File: config.mk
export PLATFORM = sky130hd
export DESIGN_NAME = voxel_ray_traversal_flat
export DESIGN_NICKNAME = d
export VERILOG_FILES = /design/src/rtl/core/vrt_pkg.sv /design/src/rtl/core/vrt_if.sv /design/src/rtl/core/vrt_lane.sv /design/src/rtl/core/vrt_limit.sv /design/src/rtl/core/voxel_ray_traversal.sv /design/src/flat_wrapper.sv
export SDC_FILE = /design/constraint.sdc
export NUM_CORES = 2
export LEC_CHECK = 0
export BUFFER_PORTS_ARGS = -buffer_cell sky130_fd_sc_hd__buf_2
export CAP_MARGIN = 15
export CORE_MARGIN = 1.5
export CORE_UTILIZATION = 50
export CTS_CLUSTER_DIAMETER = 200
export DETAILED_ROUTE_END_ITERATION = 8
export GPL_TIMING_DRIVEN = 0
export PLACE_DENSITY = 0.66
export SLEW_MARGIN = 20
export SYNTH_ARGS = -nofsm -noshare
export SYNTH_HDL_FRONTEND = slang
export SYNTH_SLANG_ARGS = --single-unit
export TNS_END_PERCENT = 20
File: constraint.sdc
create_clock -name clk -period 25.4 [get_ports clk]
set_input_delay 5.08 -clock clk [delete_from_list [all_inputs] [get_ports clk]]
set_output_delay 5.08 -clock clk [all_outputs]
set_load 0.02 [all_outputs]
File: src/rtl/core/vrt_pkg.sv
// ----------------------------------------------------------------------------
// vrt_pkg
// shared types, constants and helpers of the voxel ray traversal block
// ----------------------------------------------------------------------------
`timescale 1ns / 1ps

package vrt_pkg;

  localparam int T_WIDTH    = 32;
  localparam int CELL_WIDTH = 16;
  localparam int CW         = (CELL_WIDTH > 16) ? CELL_WIDTH : 16;
  localparam int CELL_MAXV  = (1 << (CELL_WIDTH - 1)) - 1;
  localparam int CELL_MINV  = -CELL_MAXV - 1;
  localparam logic [T_WIDTH-1:0] T_MAX = '1;

  localparam logic OP_START = 1'b0;
  localparam logic OP_ADV   = 1'b1;

  typedef struct packed {
    logic signed [CW-1:0] cell_pos;
    logic                 in_range;
    logic signed [1:0]    step;
    logic                 zero;
    logic [T_WIDTH-1:0]   t_next;
    logic [T_WIDTH-1:0]   t_delta;
  } lane_res_t;

  typedef struct packed {
    logic               busy;
    logic               zero;
    logic [T_WIDTH-1:0] t_limit;
  } lim_res_t;

  function automatic logic [T_WIDTH-1:0] tsat(input logic [59:0] v);
    logic [T_WIDTH-1:0] r;
    if (v > 60'(T_MAX)) r = T_MAX;
    else r = v[T_WIDTH-1:0];
    return r;
  endfunction

endpackage

File: src/rtl/core/vrt_if.sv
// ----------------------------------------------------------------------------
// vrt_if
// input and result channel interfaces
// ----------------------------------------------------------------------------
`timescale 1ns / 1ps

interface vrt_in_if;
  logic               valid;
  logic               ready;
  logic               op;
  logic signed [31:0] origin_x;
  logic signed [31:0] origin_y;
  logic signed [31:0] origin_z;
  logic signed [15:0] dir_x;
  logic signed [15:0] dir_y;
  logic signed [15:0] dir_z;
  logic [31:0]        max_distance;
  modport source (output valid, op, origin_x, origin_y, origin_z, dir_x, dir_y, dir_z,
                  max_distance, input ready);
  modport sink (input valid, op, origin_x, origin_y, origin_z, dir_x, dir_y, dir_z,
                max_distance, output ready);
endinterface

interface vrt_out_if;
  logic               valid;
  logic               ready;
  logic signed [15:0] cell_x;
  logic signed [15:0] cell_y;
  logic signed [15:0] cell_z;
  logic signed [1:0]  face_x;
  logic signed [1:0]  face_y;
  logic signed [1:0]  face_z;
  logic               done_res;
  logic               error;
  modport source (output valid, cell_x, cell_y, cell_z, face_x, face_y, face_z, done_res,
                  error, input ready);
  modport sink (input valid, cell_x, cell_y, cell_z, face_x, face_y, face_z, done_res,
                error, output ready);
endinterface

File: src/rtl/core/vrt_lane.sv
// ----------------------------------------------------------------------------
// vrt_lane
// one axis: origin cell, step sign, squared direction and the two t divides
// ----------------------------------------------------------------------------
`timescale 1ns / 1ps

module vrt_lane
  import vrt_pkg::*;
(
  input  logic               clk,
  input  logic               rst_n,
  input  logic               go,
  input  logic signed [31:0] origin,
  input  logic signed [15:0] dir,
  output logic [30:0]        sq,
  output logic               busy,
  output lane_res_t          res
);

  logic [15:0]          mag;
  logic [16:0]          n;
  logic [15:0]          mag_r;
  logic [30:0]          num_n_r, num_d_r;
  logic [15:0]          rem_n_r, rem_d_r;
  logic [4:0]           cnt_r;
  logic                 busy_r;
  logic                 zero_r, in_range_r;
  logic signed [1:0]    step_r;
  logic signed [CW-1:0] cell_r;
  logic [30:0]          sq_r;
  logic signed [CW-1:0] cell_c;
  logic [16:0]          tr_n, tr_d;
  logic                 ge_n, ge_d;

  assign mag    = dir[15] ? 16'(-dir) : 16'(dir);
  assign n      = (!dir[15]) ? (17'd65536 - {1'b0, origin[15:0]}) :
                  ((origin[15:0] == 16'd0) ? 17'd65536 : {1'b0, origin[15:0]});
  assign cell_c = CW'($signed(origin[31:16]));

  assign tr_n = {rem_n_r, num_n_r[30]};
  assign tr_d = {rem_d_r, num_d_r[30]};
  assign ge_n = tr_n >= {1'b0, mag_r};
  assign ge_d = tr_d >= {1'b0, mag_r};

  always_ff @(posedge clk) begin
    if (!rst_n) begin
      busy_r <= 1'b0;
      cnt_r  <= '0;
    end else if (go) begin
      busy_r     <= (dir != 16'sd0);
      cnt_r      <= 5'd30;
      mag_r      <= mag;
      sq_r       <= 31'(mag * mag);
      num_n_r    <= {n, 14'd0};
      num_d_r    <= 31'd1 << 30;
      rem_n_r    <= '0;
      rem_d_r    <= '0;
      zero_r     <= (dir == 16'sd0);
      step_r     <= (dir == 16'sd0) ? 2'sd0 : (dir[15] ? -2'sd1 : 2'sd1);
      cell_r     <= cell_c;
      in_range_r <= ($signed(cell_c) >= CELL_MINV) && ($signed(cell_c) <= CELL_MAXV);
    end else if (busy_r) begin
      rem_n_r <= ge_n ? 16'(tr_n - {1'b0, mag_r}) : tr_n[15:0];
      rem_d_r <= ge_d ? 16'(tr_d - {1'b0, mag_r}) : tr_d[15:0];
      num_n_r <= {num_n_r[29:0], ge_n};
      num_d_r <= {num_d_r[29:0], ge_d};
      cnt_r   <= cnt_r - 5'd1;
      if (cnt_r == 5'd0) busy_r <= 1'b0;
    end
  end

  assign sq           = sq_r;
  assign busy         = busy_r;
  assign res.cell_pos = cell_r;
  assign res.in_range = in_range_r;
  assign res.step     = step_r;
  assign res.zero     = zero_r;
  assign res.t_next   = zero_r ? T_MAX : tsat({29'd0, num_n_r});
  assign res.t_delta  = zero_r ? T_MAX : tsat({29'd0, num_d_r});

endmodule

File: src/rtl/core/vrt_limit.sv
// ----------------------------------------------------------------------------
// vrt_limit
// merges the lane squares: direction length root and limit divide
// ----------------------------------------------------------------------------
`timescale 1ns / 1ps

module vrt_limit
  import vrt_pkg::*;
(
  input  logic        clk,
  input  logic        rst_n,
  input  logic        go,
  input  logic [31:0] max_dist,
  input  logic [30:0] sq [3],
  output lim_res_t    res
);

  typedef enum logic [3:0] {
    L_IDLE = 4'b0001,
    L_SUM  = 4'b0010,
    L_ROOT = 4'b0100,
    L_DIV  = 4'b1000
  } lstate_t;

  lstate_t            state_r, state_nxt;
  logic [31:0]        dist_r;
  logic [60:0]        v_r, r_r, bit_r;
  logic [59:0]        q_r;
  logic [30:0]        rem_r;
  logic [5:0]         cnt_r;
  logic               zero_r;
  logic [T_WIDTH-1:0] lim_r;
  logic [31:0]        sum;
  logic [60:0]        rb;
  logic [31:0]        tr;
  logic               ge;

  assign sum = 32'(sq[0]) + 32'(sq[1]) + 32'(sq[2]);
  assign rb  = r_r + bit_r;
  assign tr  = {rem_r, q_r[59]};
  assign ge  = tr >= {1'b0, r_r[30:0]};

  always_comb begin
    state_nxt = state_r;
    case (state_r)
      L_IDLE: if (go) state_nxt = L_SUM;
      L_SUM:  state_nxt = (sum == 32'd0) ? L_IDLE : L_ROOT;
      L_ROOT: if (bit_r[0]) state_nxt = L_DIV;
      L_DIV:  if (cnt_r == 6'd0) state_nxt = L_IDLE;
      default: state_nxt = L_IDLE;
    endcase
  end

  always_ff @(posedge clk) begin
    if (!rst_n) begin
      state_r <= L_IDLE;
    end else begin
      state_r <= state_nxt;
    end
    case (state_r)
      L_IDLE: if (go) dist_r <= max_dist;
      L_SUM: begin
        zero_r <= (sum == 32'd0);
        lim_r  <= '0;
        v_r    <= {1'b0, sum, 28'd0};
        r_r    <= '0;
        bit_r  <= 61'd1 << 60;
      end
      L_ROOT: begin
        if (v_r >= rb) begin
          v_r <= v_r - rb;
          r_r <= (r_r >> 1) + bit_r;
        end else begin
          r_r <= r_r >> 1;
        end
        bit_r <= bit_r >> 2;
        q_r   <= {dist_r, 28'd0};
        rem_r <= '0;
        cnt_r <= 6'd59;
      end
      L_DIV: begin
        rem_r <= ge ? 31'(tr - {1'b0, r_r[30:0]}) : tr[30:0];
        q_r   <= {q_r[58:0], ge};
        cnt_r <= cnt_r - 6'd1;
        if (cnt_r == 6'd0) lim_r <= tsat({q_r[58:0], ge});
      end
      default: ;
    endcase
  end

  assign res.busy    = (state_r != L_IDLE);
  assign res.zero    = zero_r;
  assign res.t_limit = lim_r;

endmodule

File: src/rtl/core/voxel_ray_traversal.sv
// ----------------------------------------------------------------------------
// voxel_ray_traversal
// fixed-point 3d grid walk: ray setup across three axis lanes, cell stepping
// ----------------------------------------------------------------------------
// Advances are registered: the next cell and entry face appear the cycle after
// the transfer, so advances can follow each other every cycle while the result
// is taken. A start result is set by the limit unit, which sums the lane
// squares, takes the bit-pair square root, runs the restoring limit divide and
// then loads the result; the per-axis t divides in the lanes run underneath.
// No item is taken while a start is in progress.
`timescale 1ns / 1ps

module voxel_ray_traversal
  import vrt_pkg::*;
(
  input  logic      clk,
  input  logic      rst_n,
  vrt_in_if.sink    in_chan,
  vrt_out_if.source out_chan
);

  typedef enum logic [1:0] {
    S_IDLE = 2'b01,
    S_RUN  = 2'b10
  } state_t;

  state_t               state_r, state_nxt;
  logic signed [CW-1:0] cell_r [3];
  logic signed [1:0]    step_r [3];
  logic [T_WIDTH-1:0]   tn_r [3];
  logic [T_WIDTH-1:0]   td_r [3];
  logic [T_WIDTH-1:0]   tlim_r;
  logic                 active_r;

  logic                 out_valid_r;
  logic signed [15:0]   ocell_r [3];
  logic signed [1:0]    oface_r [3];
  logic                 odone_r, oerr_r;

  logic                 acc, go, adv, fin;
  logic signed [31:0]   org [3];
  logic signed [15:0]   dir [3];
  logic [30:0]          sq [3];
  logic [2:0]           lbusy;
  lane_res_t            lres [3];
  lim_res_t             lim;

  logic [1:0]           a;
  logic [T_WIDTH-1:0]   sel_t, sel_d;
  logic signed [CW-1:0] sel_c;
  logic signed [1:0]    sel_s;
  logic signed [CW:0]   nc;
  logic [T_WIDTH:0]     tsum;
  logic                 stop;
  logic                 step_ok;
  logic                 all_in;

  assign org[0] = in_chan.origin_x;
  assign org[1] = in_chan.origin_y;
  assign org[2] = in_chan.origin_z;
  assign dir[0] = in_chan.dir_x;
  assign dir[1] = in_chan.dir_y;
  assign dir[2] = in_chan.dir_z;

  assign in_chan.ready = (state_r == S_IDLE) && (!out_valid_r || out_chan.ready);
  assign acc = in_chan.valid && in_chan.ready;
  assign go  = acc && (in_chan.op == OP_START);
  assign adv = acc && (in_chan.op == OP_ADV);
  assign fin = (state_r == S_RUN) && (lbusy == 3'b000) && !lim.busy;

  for (genvar k = 0; k < 3; k++) begin : g_lane
    vrt_lane u_lane (
      .clk    (clk),
      .rst_n  (rst_n),
      .go     (go),
      .origin (org[k]),
      .dir    (dir[k]),
      .sq     (sq[k]),
      .busy   (lbusy[k]),
      .res    (lres[k])
    );
  end

  vrt_limit u_limit (
    .clk      (clk),
    .rst_n    (rst_n),
    .go       (go),
    .max_dist (in_chan.max_distance),
    .sq       (sq),
    .res      (lim)
  );

  assign all_in = lres[0].in_range && lres[1].in_range && lres[2].in_range;

  // axis pick: smallest t_next, a tie goes to the higher axis
  always_comb begin
    if (tn_r[0] < tn_r[1]) a = (tn_r[0] < tn_r[2]) ? 2'd0 : 2'd2;
    else a = (tn_r[1] < tn_r[2]) ? 2'd1 : 2'd2;
    case (a)
      2'd0: begin
        sel_t = tn_r[0]; sel_d = td_r[0]; sel_c = cell_r[0]; sel_s = step_r[0];
      end
      2'd1: begin
        sel_t = tn_r[1]; sel_d = td_r[1]; sel_c = cell_r[1]; sel_s = step_r[1];
      end
      default: begin
        sel_t = tn_r[2]; sel_d = td_r[2]; sel_c = cell_r[2]; sel_s = step_r[2];
      end
    endcase
  end

  assign nc   = $signed({sel_c[CW-1], sel_c}) + (CW+1)'(sel_s);
  assign tsum = {1'b0, sel_t} + {1'b0, sel_d};
  assign stop = (sel_t > tlim_r) || (sel_t == T_MAX) || (nc < CELL_MINV) || (nc > CELL_MAXV);
  assign step_ok = active_r && !stop;

  always_comb begin
    state_nxt = state_r;
    case (state_r)
      S_IDLE: if (go) state_nxt = S_RUN;
      S_RUN:  if (fin) state_nxt = S_IDLE;
      default: state_nxt = S_IDLE;
    endcase
  end

  always_ff @(posedge clk) begin
    if (!rst_n) begin
      state_r     <= S_IDLE;
      active_r    <= 1'b0;
      out_valid_r <= 1'b0;
      tlim_r      <= '0;
      for (int k = 0; k < 3; k++) begin
        cell_r[k] <= '0;
        step_r[k] <= '0;
        tn_r[k]   <= T_MAX;
        td_r[k]   <= T_MAX;
      end
    end else begin
      state_r <= state_nxt;
      if (fin) begin
        for (int k = 0; k < 3; k++) begin
          cell_r[k]  <= lres[k].cell_pos;
          step_r[k]  <= lres[k].step;
          tn_r[k]    <= lres[k].t_next;
          td_r[k]    <= lres[k].t_delta;
          ocell_r[k] <= lres[k].cell_pos[15:0];
          oface_r[k] <= 2'sd0;
        end
        tlim_r      <= lim.zero ? '0 : lim.t_limit;
        active_r    <= !lim.zero && all_in;
        odone_r     <= lim.zero || !all_in;
        oerr_r      <= lim.zero;
        out_valid_r <= 1'b1;
      end else if (adv) begin
        out_valid_r <= 1'b1;
        odone_r     <= !active_r || stop;
        oerr_r      <= !active_r;
        if (active_r && stop) active_r <= 1'b0;
        for (int k = 0; k < 3; k++) begin
          if (step_ok && (a == 2'(k))) begin
            cell_r[k]  <= nc[CW-1:0];
            tn_r[k]    <= tsum[T_WIDTH] ? T_MAX : tsum[T_WIDTH-1:0];
            ocell_r[k] <= nc[15:0];
            oface_r[k] <= -sel_s;
          end else begin
            ocell_r[k] <= cell_r[k][15:0];
            oface_r[k] <= 2'sd0;
          end
        end
      end else if (out_chan.ready) begin
        out_valid_r <= 1'b0;
      end
    end
  end

  assign out_chan.valid    = out_valid_r;
  assign out_chan.cell_x   = ocell_r[0];
  assign out_chan.cell_y   = ocell_r[1];
  assign out_chan.cell_z   = ocell_r[2];
  assign out_chan.face_x   = oface_r[0];
  assign out_chan.face_y   = oface_r[1];
  assign out_chan.face_z   = oface_r[2];
  assign out_chan.done_res = odone_r;
  assign out_chan.error    = oerr_r;

endmodule

File: src/flat_wrapper.sv
// flat-port wrapper written by rule: the top's interface ports become plain ports
module voxel_ray_traversal_flat import vrt_pkg::*;
  (clk, rst_n, in_chan_valid, in_chan_op, in_chan_origin_x, in_chan_origin_y, in_chan_origin_z, in_chan_dir_x, in_chan_dir_y, in_chan_dir_z, in_chan_max_distance, in_chan_ready, out_chan_valid, out_chan_cell_x, out_chan_cell_y, out_chan_cell_z, out_chan_face_x, out_chan_face_y, out_chan_face_z, out_chan_done_res, out_chan_error, out_chan_ready);
  vrt_in_if in_chan_i ();
  vrt_out_if out_chan_i ();
  input  logic clk;
  input  logic rst_n;
  input wire logic [$bits(in_chan_i.valid)-1:0] in_chan_valid;
  input wire logic [$bits(in_chan_i.op)-1:0] in_chan_op;
  input wire logic [$bits(in_chan_i.origin_x)-1:0] in_chan_origin_x;
  input wire logic [$bits(in_chan_i.origin_y)-1:0] in_chan_origin_y;
  input wire logic [$bits(in_chan_i.origin_z)-1:0] in_chan_origin_z;
  input wire logic [$bits(in_chan_i.dir_x)-1:0] in_chan_dir_x;
  input wire logic [$bits(in_chan_i.dir_y)-1:0] in_chan_dir_y;
  input wire logic [$bits(in_chan_i.dir_z)-1:0] in_chan_dir_z;
  input wire logic [$bits(in_chan_i.max_distance)-1:0] in_chan_max_distance;
  output wire logic [$bits(in_chan_i.ready)-1:0] in_chan_ready;
  output wire logic [$bits(out_chan_i.valid)-1:0] out_chan_valid;
  output wire logic [$bits(out_chan_i.cell_x)-1:0] out_chan_cell_x;
  output wire logic [$bits(out_chan_i.cell_y)-1:0] out_chan_cell_y;
  output wire logic [$bits(out_chan_i.cell_z)-1:0] out_chan_cell_z;
  output wire logic [$bits(out_chan_i.face_x)-1:0] out_chan_face_x;
  output wire logic [$bits(out_chan_i.face_y)-1:0] out_chan_face_y;
  output wire logic [$bits(out_chan_i.face_z)-1:0] out_chan_face_z;
  output wire logic [$bits(out_chan_i.done_res)-1:0] out_chan_done_res;
  output wire logic [$bits(out_chan_i.error)-1:0] out_chan_error;
  input wire logic [$bits(out_chan_i.ready)-1:0] out_chan_ready;
  assign in_chan_i.valid = in_chan_valid;
  assign in_chan_i.op = in_chan_op;
  assign in_chan_i.origin_x = in_chan_origin_x;
  assign in_chan_i.origin_y = in_chan_origin_y;
  assign in_chan_i.origin_z = in_chan_origin_z;
  assign in_chan_i.dir_x = in_chan_dir_x;
  assign in_chan_i.dir_y = in_chan_dir_y;
  assign in_chan_i.dir_z = in_chan_dir_z;
  assign in_chan_i.max_distance = in_chan_max_distance;
  assign in_chan_ready = in_chan_i.ready;
  assign out_chan_valid = out_chan_i.valid;
  assign out_chan_cell_x = out_chan_i.cell_x;
  assign out_chan_cell_y = out_chan_i.cell_y;
  assign out_chan_cell_z = out_chan_i.cell_z;
  assign out_chan_face_x = out_chan_i.face_x;
  assign out_chan_face_y = out_chan_i.face_y;
  assign out_chan_face_z = out_chan_i.face_z;
  assign out_chan_done_res = out_chan_i.done_res;
  assign out_chan_error = out_chan_i.error;
  assign out_chan_i.ready = out_chan_ready;
  voxel_ray_traversal u_core (.clk(clk), .rst_n(rst_n), .in_chan(in_chan_i), .out_chan(out_chan_i));
endmodule
; ---- Word level (Yosys, flattened, before mapping)
; Memory sizes are Yosys's and may differ from the RTL's.
; Cells that the tools add are included.
[word_totals]
register_bits = 888
ramBits = 300
input_bits = 181
out_inout_bits = 58
word_cells = 384
n_memories = 6
[classes]
add_sub_neg = 25
mul = 3
magnitude_cmp = 21
eq_ne = 16
muxes = 157
bitwise_logic = 32
reduce_logical = 66
[memory_table]
columns = name, words, word_bits, rd, rd_ports_with_merged_regs, write_ports, line_no
row1 = u_core.td_r, 3, 32, 3, 0, 3, voxel_ray_traversal.sv:31  ; logic [T_WIDTH-1:0] td_r [3];
row2 = u_core.tn_r, 3, 32, 3, 0, 3, voxel_ray_traversal.sv:30  ; logic [T_WIDTH-1:0] tn_r [3];
row3 = u_core.cell_r, 3, 16, 3, 0, 3, voxel_ray_traversal.sv:28  ; logic signed [CW-1:0] cell_r [3];
row4 = u_core.ocell_r, 3, 16, 3, 0, 3, voxel_ray_traversal.sv:36  ; logic signed [15:0] ocell_r [3];
row5 = u_core.oface_r, 3, 2, 3, 0, 3, voxel_ray_traversal.sv:37  ; logic signed [1:0] oface_r [3];
row6 = u_core.step_r, 3, 2, 3, 0, 3, voxel_ray_traversal.sv:29  ; logic signed [1:0] step_r [3];
[ops]
columns = operator, count
row1 = $mux W32, 19
row2 = $mux W16, 27
row3 = $pmux W61 S2, 3
row4 = $mux W31, 10
row5 = $pmux W32 S2, 3
row6 = $mux W61, 2
row7 = $pmux W60 S2, 1
row8 = $ge A17 B16 Y1, 6
row9 = $mux W17, 6
row10 = $logic_not A16 Y1, 6
row11 = $lt A32 B32 Y1, 3
row12 = $sub A16 B16 Y16, 6
row13 = $mul A16 B16 Y31, 3
row14 = $pmux W31 S2, 1
row15 = $add A60 B61 Y61, 1
row16 = $add A61 B61 Y61, 1
row17 = $ge A61 B61 Y1, 1
row18 = $sub A61 B61 Y61, 1
row19 = $gt A60 B32 Y1 const B, 1
row20 = $mux W1, 53
row21 = $sub A17 B16 Y17 const A, 3
row22 = $ge A16 B16 Y1 const B, 3
row23 = $le A16 B16 Y1 const B, 3
row24 = $neg A16 Y16, 3
row25 = other kinds (46), 154

; ---- Depth between registers and ports, before layout
; An unclocked memory read counts as a cell.
[logic_depth]
ltp_word = 20
ltp_mapped = 36
ltp_nobuf = 34

; ---- Cells and area by module
; A second synthesis with hierarchy kept.
[unflattened]
hier_cells = 9226
area_unflattened_um2 = 91709.2
[modules_own_cells]
columns = module, n_inst, cells_each, area_each_um2, seq_area_each_um2
row1 = vrt_limit, 1, 2614, 24289.5, 9539.1
row2 = voxel_ray_traversal, 1, 1943, 20200.6, 9769.4
row3 = vrt_lane at u_core.g_lane[2].u_lane, 1, 1581, 15862.7, 4894.7
row4 = vrt_lane at u_core.g_lane[1].u_lane, 1, 1555, 15717.6, 4894.7
row5 = vrt_lane at u_core.g_lane[0].u_lane, 1, 1533, 15638.7, 4894.7

; ---- Least setup slack after synthesis
; Ideal clock, no wire load.
[synth_path]
kind = input to register
from = in out_chan_ready
to = reg u_core.g_lane[0].u_lane.cell_r[0] (enable)
setup_ns = 0.754
t_arrival_ns = 14.668
required_ns = 24.646
slack_ns = 9.978
stages = 8
n_path_buf = 3
cell_sequence = nor2b_1 -> nor3b_1 -> and2_1 -> nand2b_1 -> clkbuf_1 -> clkbuf_1 -> buf_1 -> nor2_1
[synth_via]
elab_chain_cells = 5
[synth_rtl]
columns = item, line_no
row1 = from (decl), flat_wrapper.sv:27  ; input wire logic [$bits(out_chan_i.ready)-1:0] out_chan_ready;
row2 = $logic_or A1 B1 Y1, voxel_ray_traversal.sv:65  ; assign in_chan.ready = (state_r == S_IDLE) && (!out_valid_r || out_chan.ready);
row3 = $logic_and A1 B1 Y1, voxel_ray_traversal.sv:65
row4 = named net in_chan_ready, flat_wrapper.sv:17  ; output wire logic [$bits(in_chan_i.ready)-1:0] in_chan_ready;
row5 = $logic_and A1 B1 Y1, voxel_ray_traversal.sv:66  ; assign acc = in_chan.valid && in_chan.ready;
row6 = $logic_and A1 B1 Y1, voxel_ray_traversal.sv:67  ; assign go = acc && (in_chan.op == OP_START);
row7 = $reduce_and A2 Y1 (no line), -
row8 = to (signal assigned), vrt_lane.sv:60  ; cell_r <= cell_c;
row9 = to (decl), vrt_lane.sv:29  ; logic signed [CW-1:0] cell_r;
; The timed path passes the listed nets, and every way through them passes these cells.
; A chain may end at the register's enable or synchronous reset.

; ---- Final worst setup path
[layout_path]
from = in in_chan_dir_y[0]
to = reg u_core.g_lane[1].u_lane.sq_r[30], data pin
[layout_via]
elab_chain_cells = 3
[layout_rtl]
columns = item, line_no
row1 = from (decl), flat_wrapper.sv:14  ; input wire logic [$bits(in_chan_i.dir_y)-1:0] in_chan_dir_y;
row2 = $neg A16 Y16, vrt_lane.sv:35  ; assign mag = dir[15] ? 16'(-dir) : 16'(dir);
row3 = $mux W16, vrt_lane.sv:35
row4 = named net u_core.g_lane[1].u_lane.mag[10], vrt_lane.sv:20  ; logic [15:0] mag;
row5 = $mul A16 B16 Y31, vrt_lane.sv:53  ; sq_r <= 31'(mag * mag);
row6 = to (signal assigned), vrt_lane.sv:53
row7 = to (decl), vrt_lane.sv:30  ; logic [30:0] sq_r;
; The timed path passes the listed nets, and every way through them passes these cells.

==> impl_results.md <==
- Row cnt: 152
- Final setup fails: 0
- Pleak: 41.2 nW
- Placed insts: 11.2k
- Crit Path Max Fanout: 11
- CTS Buf Count: 136
- H-tree lvl count: 4
- Starting density of the core: 50.4%
- Post-route ant nets: 0
- Dpl ws: 9.56 ns
- Post-synth ARST share: 0%
- Largest net degree at the start of global routing: 53
- Layout Nets: 10.5k
- CP most frequent cell: fa_1
- Clock power share: 15.7%
- DRT Pass-1 Iters: 6
- Initial antenna violation count: 17
- Share of layout cells above drive strength 1: 7.51%
- Final TNS setup: 0 ns
- Final min period: 15.22 ns
- Power share of the combinational group: 63.4%
- Area of the multi-input gates: 0.0483 mm^2
- Initial DRC Count: 5505
- Arr. time, crit path: 15.73 ns
- Internal power: 7.18 mW
- Die area: 0.176 mm^2
- CTS tree: built
- Largest delay share family, worst path: adder cells
- Startpoint Class: input port
- Top cells by area, synth: edfxtp_1, fa_1, ha_1
- CORE AREA: 0.172 mm^2
- Ports: 239
- Via count: 64.9k
- Drt total wl: 245000 um
- P_sw: 5.73 mW
- Hold Vio Cnt, Final: 0
- Avg Inst Size Synth: 10.1 um^2
- Net switching fraction of the power: 44.4%
- Post-Synthesis Cells: 8621
- Gr ovfl total: 0
- Dominant cell type by area after synthesis: edfxtp_1
- Post-CTS sizing: 0
- Fill count: 15.1k
- DPL Wire Length: 194000 um
- Worst endpoint required time: 25.91 ns
- Critical path type: input port to register
- First-pass GRT wire length: 373000 um
- Vias in the first global route: 65.2k
- Chip Width: 419 um
- CP bufs+invs: 8
- Clock sink count: 1152
- Setup crit end kind: register
- Tot Pwr: 12.9 mW
- Hold Crit Class: register to register
- Max Cap Viol: 0
- Worst path slowest cell: xnor2_1
- Setup bufs post-CTS: 0
- Worst Slack Setup Final: 10.18 ns
- Clk_lat worst skew: 0.80 ns
- Peak VDD IR: 0.000366 V
- DR DRC count: 0
- Final Slew Violations: 0
- Util after Layout: 56.1%
- Seq pwr share: 20.9%
- Critical Path Max Stage Delay: 0.91 ns
- FF+latch area: 0.0340 mm^2
- Synth top area share: 37.8%
- CTS Root Cell: clkbuf_16
- Via-per-instance ratio: 5.65
- Slew HR: 20.8%
- Synth-to-layout area growth: 11.2%
- Max clock buf depth: 3
- Unrepaired setup endpoints after global routing: no
- Synth cell types: 86
- Count leader, synth: edfxtp_1
- #FFs+latches synth: 1152
- Die outline height: 419 um
- Synthesized area: 0.0867 mm^2
- Period utilization: 59.9%
- Synth top cells by count: edfxtp_1, nand2_1, inv_1
- Status: complete, no violations
- Layout Cells excl Fill: 11.5k
- Yosys warnings: 0
- Power Dens Cells: 134 mW/mm^2
- Post-synth EDFFs: 1092
- Hold_buf cts: 0
- CTS clk-pin slew, worst paths: 0.06 ns
- Fmax: 0.0657 GHz
- Ys flop type: edfxtp_1
- Final worst clock skew: 0.0400 ns
- GRT Util Overall: 27.8%
- Seq/Total Area, Yosys: 39.2%
- PortBufs: 235
- Worst-Margin Slew: 1.18 ns
- GPL Wtd Cong: 0.977
- Wire per inst: 21.3 um
[layer usage]
layer	track usage (%)	part of all wire, %	wire length [um]	up-vias
met4	13.4	5.4	13100	6
met1	35.6	41	101000	31700
met2	45.6	46	114000	2155
li1	-	-	-	30500
met3	4.79	6.8	16600	572
met5	0	0.017	41	-
[state kept, by name (all words and copies together) (netlist names), 48 cells and up]
name and flops:
u_core.g_lane.u_lane.num_n_r 93, u_core.g_lane.u_lane.rem_n_r 48, u_core.tn_r 96, u_core.g_lane.u_lane.sq 87, u_core.g_lane.u_lane.mag_r 48, u_core.g_lane.u_lane.rem_d_r 48, u_core.u_limit.q_r 60, u_core.td_r 96
u_core.g_lane.u_lane.cell_r 48, u_core.u_limit.r_r 61, u_core.cell_r 48, u_core.ocell_r 48, u_core.g_lane.u_lane.num_d_r 93, u_core.u_limit.v_r 61
[metrics by stage]
stage | area [um^2] | hold slack [ns]
after floorplan | 86800 | 0.418
after CTS | 96400 | 0.454
after detailed placement | 91800 | 0.441
final | 96400 | 0.449
after global placement | 90900 | 0.437
after global routing | 96400 | 0.490
[cells by family after synthesis]
logic type | count (synthesis) | synth area share, %
adders and majority gates | 1276 | 23.0
DFF | 1152 | 39.2
and+or+nand+nor | 2818 | 14.7
xor gates and xnor gates | 490 | 4.95
muxes | 131 | 1.52
other | 2 | 0.00866
buffers and inverters | 1243 | 5.49
AOI/OAI and AO/OA | 1509 | 11.1
[tightest hold or removal path, stage by stage, from the launching register on]
cell      delay, ns
edfxtp_1       0.32
nand2_1        0.04
o21ai_0        0.05
[path summary, 6_finish.rpt]
kind	startpoint	endpoint	depth (start not counted)	slack, ns
min	u_core.u_limit.lim_r[19]	u_core.tlim_r[19]	2	0.45
min reg2reg	u_core.u_limit.lim_r[19]	u_core.tlim_r[19]	2	0.45
max reg2reg	u_core.tn_r[0][1]	u_core.tn_r[0][28]	31	14.95
max	in_chan_dir_y[0]	u_core.g_lane[1].u_lane.sq[30]	33	10.18
[area by class of cell]
cell class | instances | area share [%]
antenna | 8 | 0.0208
buffer | 246 | 1.06
clock buffer | 167 | 3.80
clock inverter | 79 | 0.965
inverter | 997 | 3.88
multi-input combinational | 6266 | 50.0
sequential | 1152 | 35.3
tap | 2310 | 3.00
timing repair buffer | 272 | 1.97
[power by group through the flow]
stage                     Clock [mW]  Sequential (mW)  Combinational [mW]
after global routing            2.12             2.70                9.19
after floorplan                    0             2.71                5.91
after CTS                       2.05             2.70                8.26
final                           2.03             2.69                8.19
after detailed placement           0             2.74                8.18
after global placement             0             2.75                8.05
[placed cells by master (no fill, tap or decap), drive strengths merged, types with 68 or more instances in the layout]
master	instances
nand4	83
ha	743
inv	984
a211oi	68
edfxtp	1092
nor2b	78
clkbuf	377
buf	308
nor3	88
nand2	1046
a31oi	74
xnor2	317
a21o	145
xor2	173
nand3	76
fa	533
or2	110
clkinv	72
and2	208
nor2	889
o21ai	413
a21oi	350
mux2i	129
Note: power is estimated with default switching activity, not from simulation.
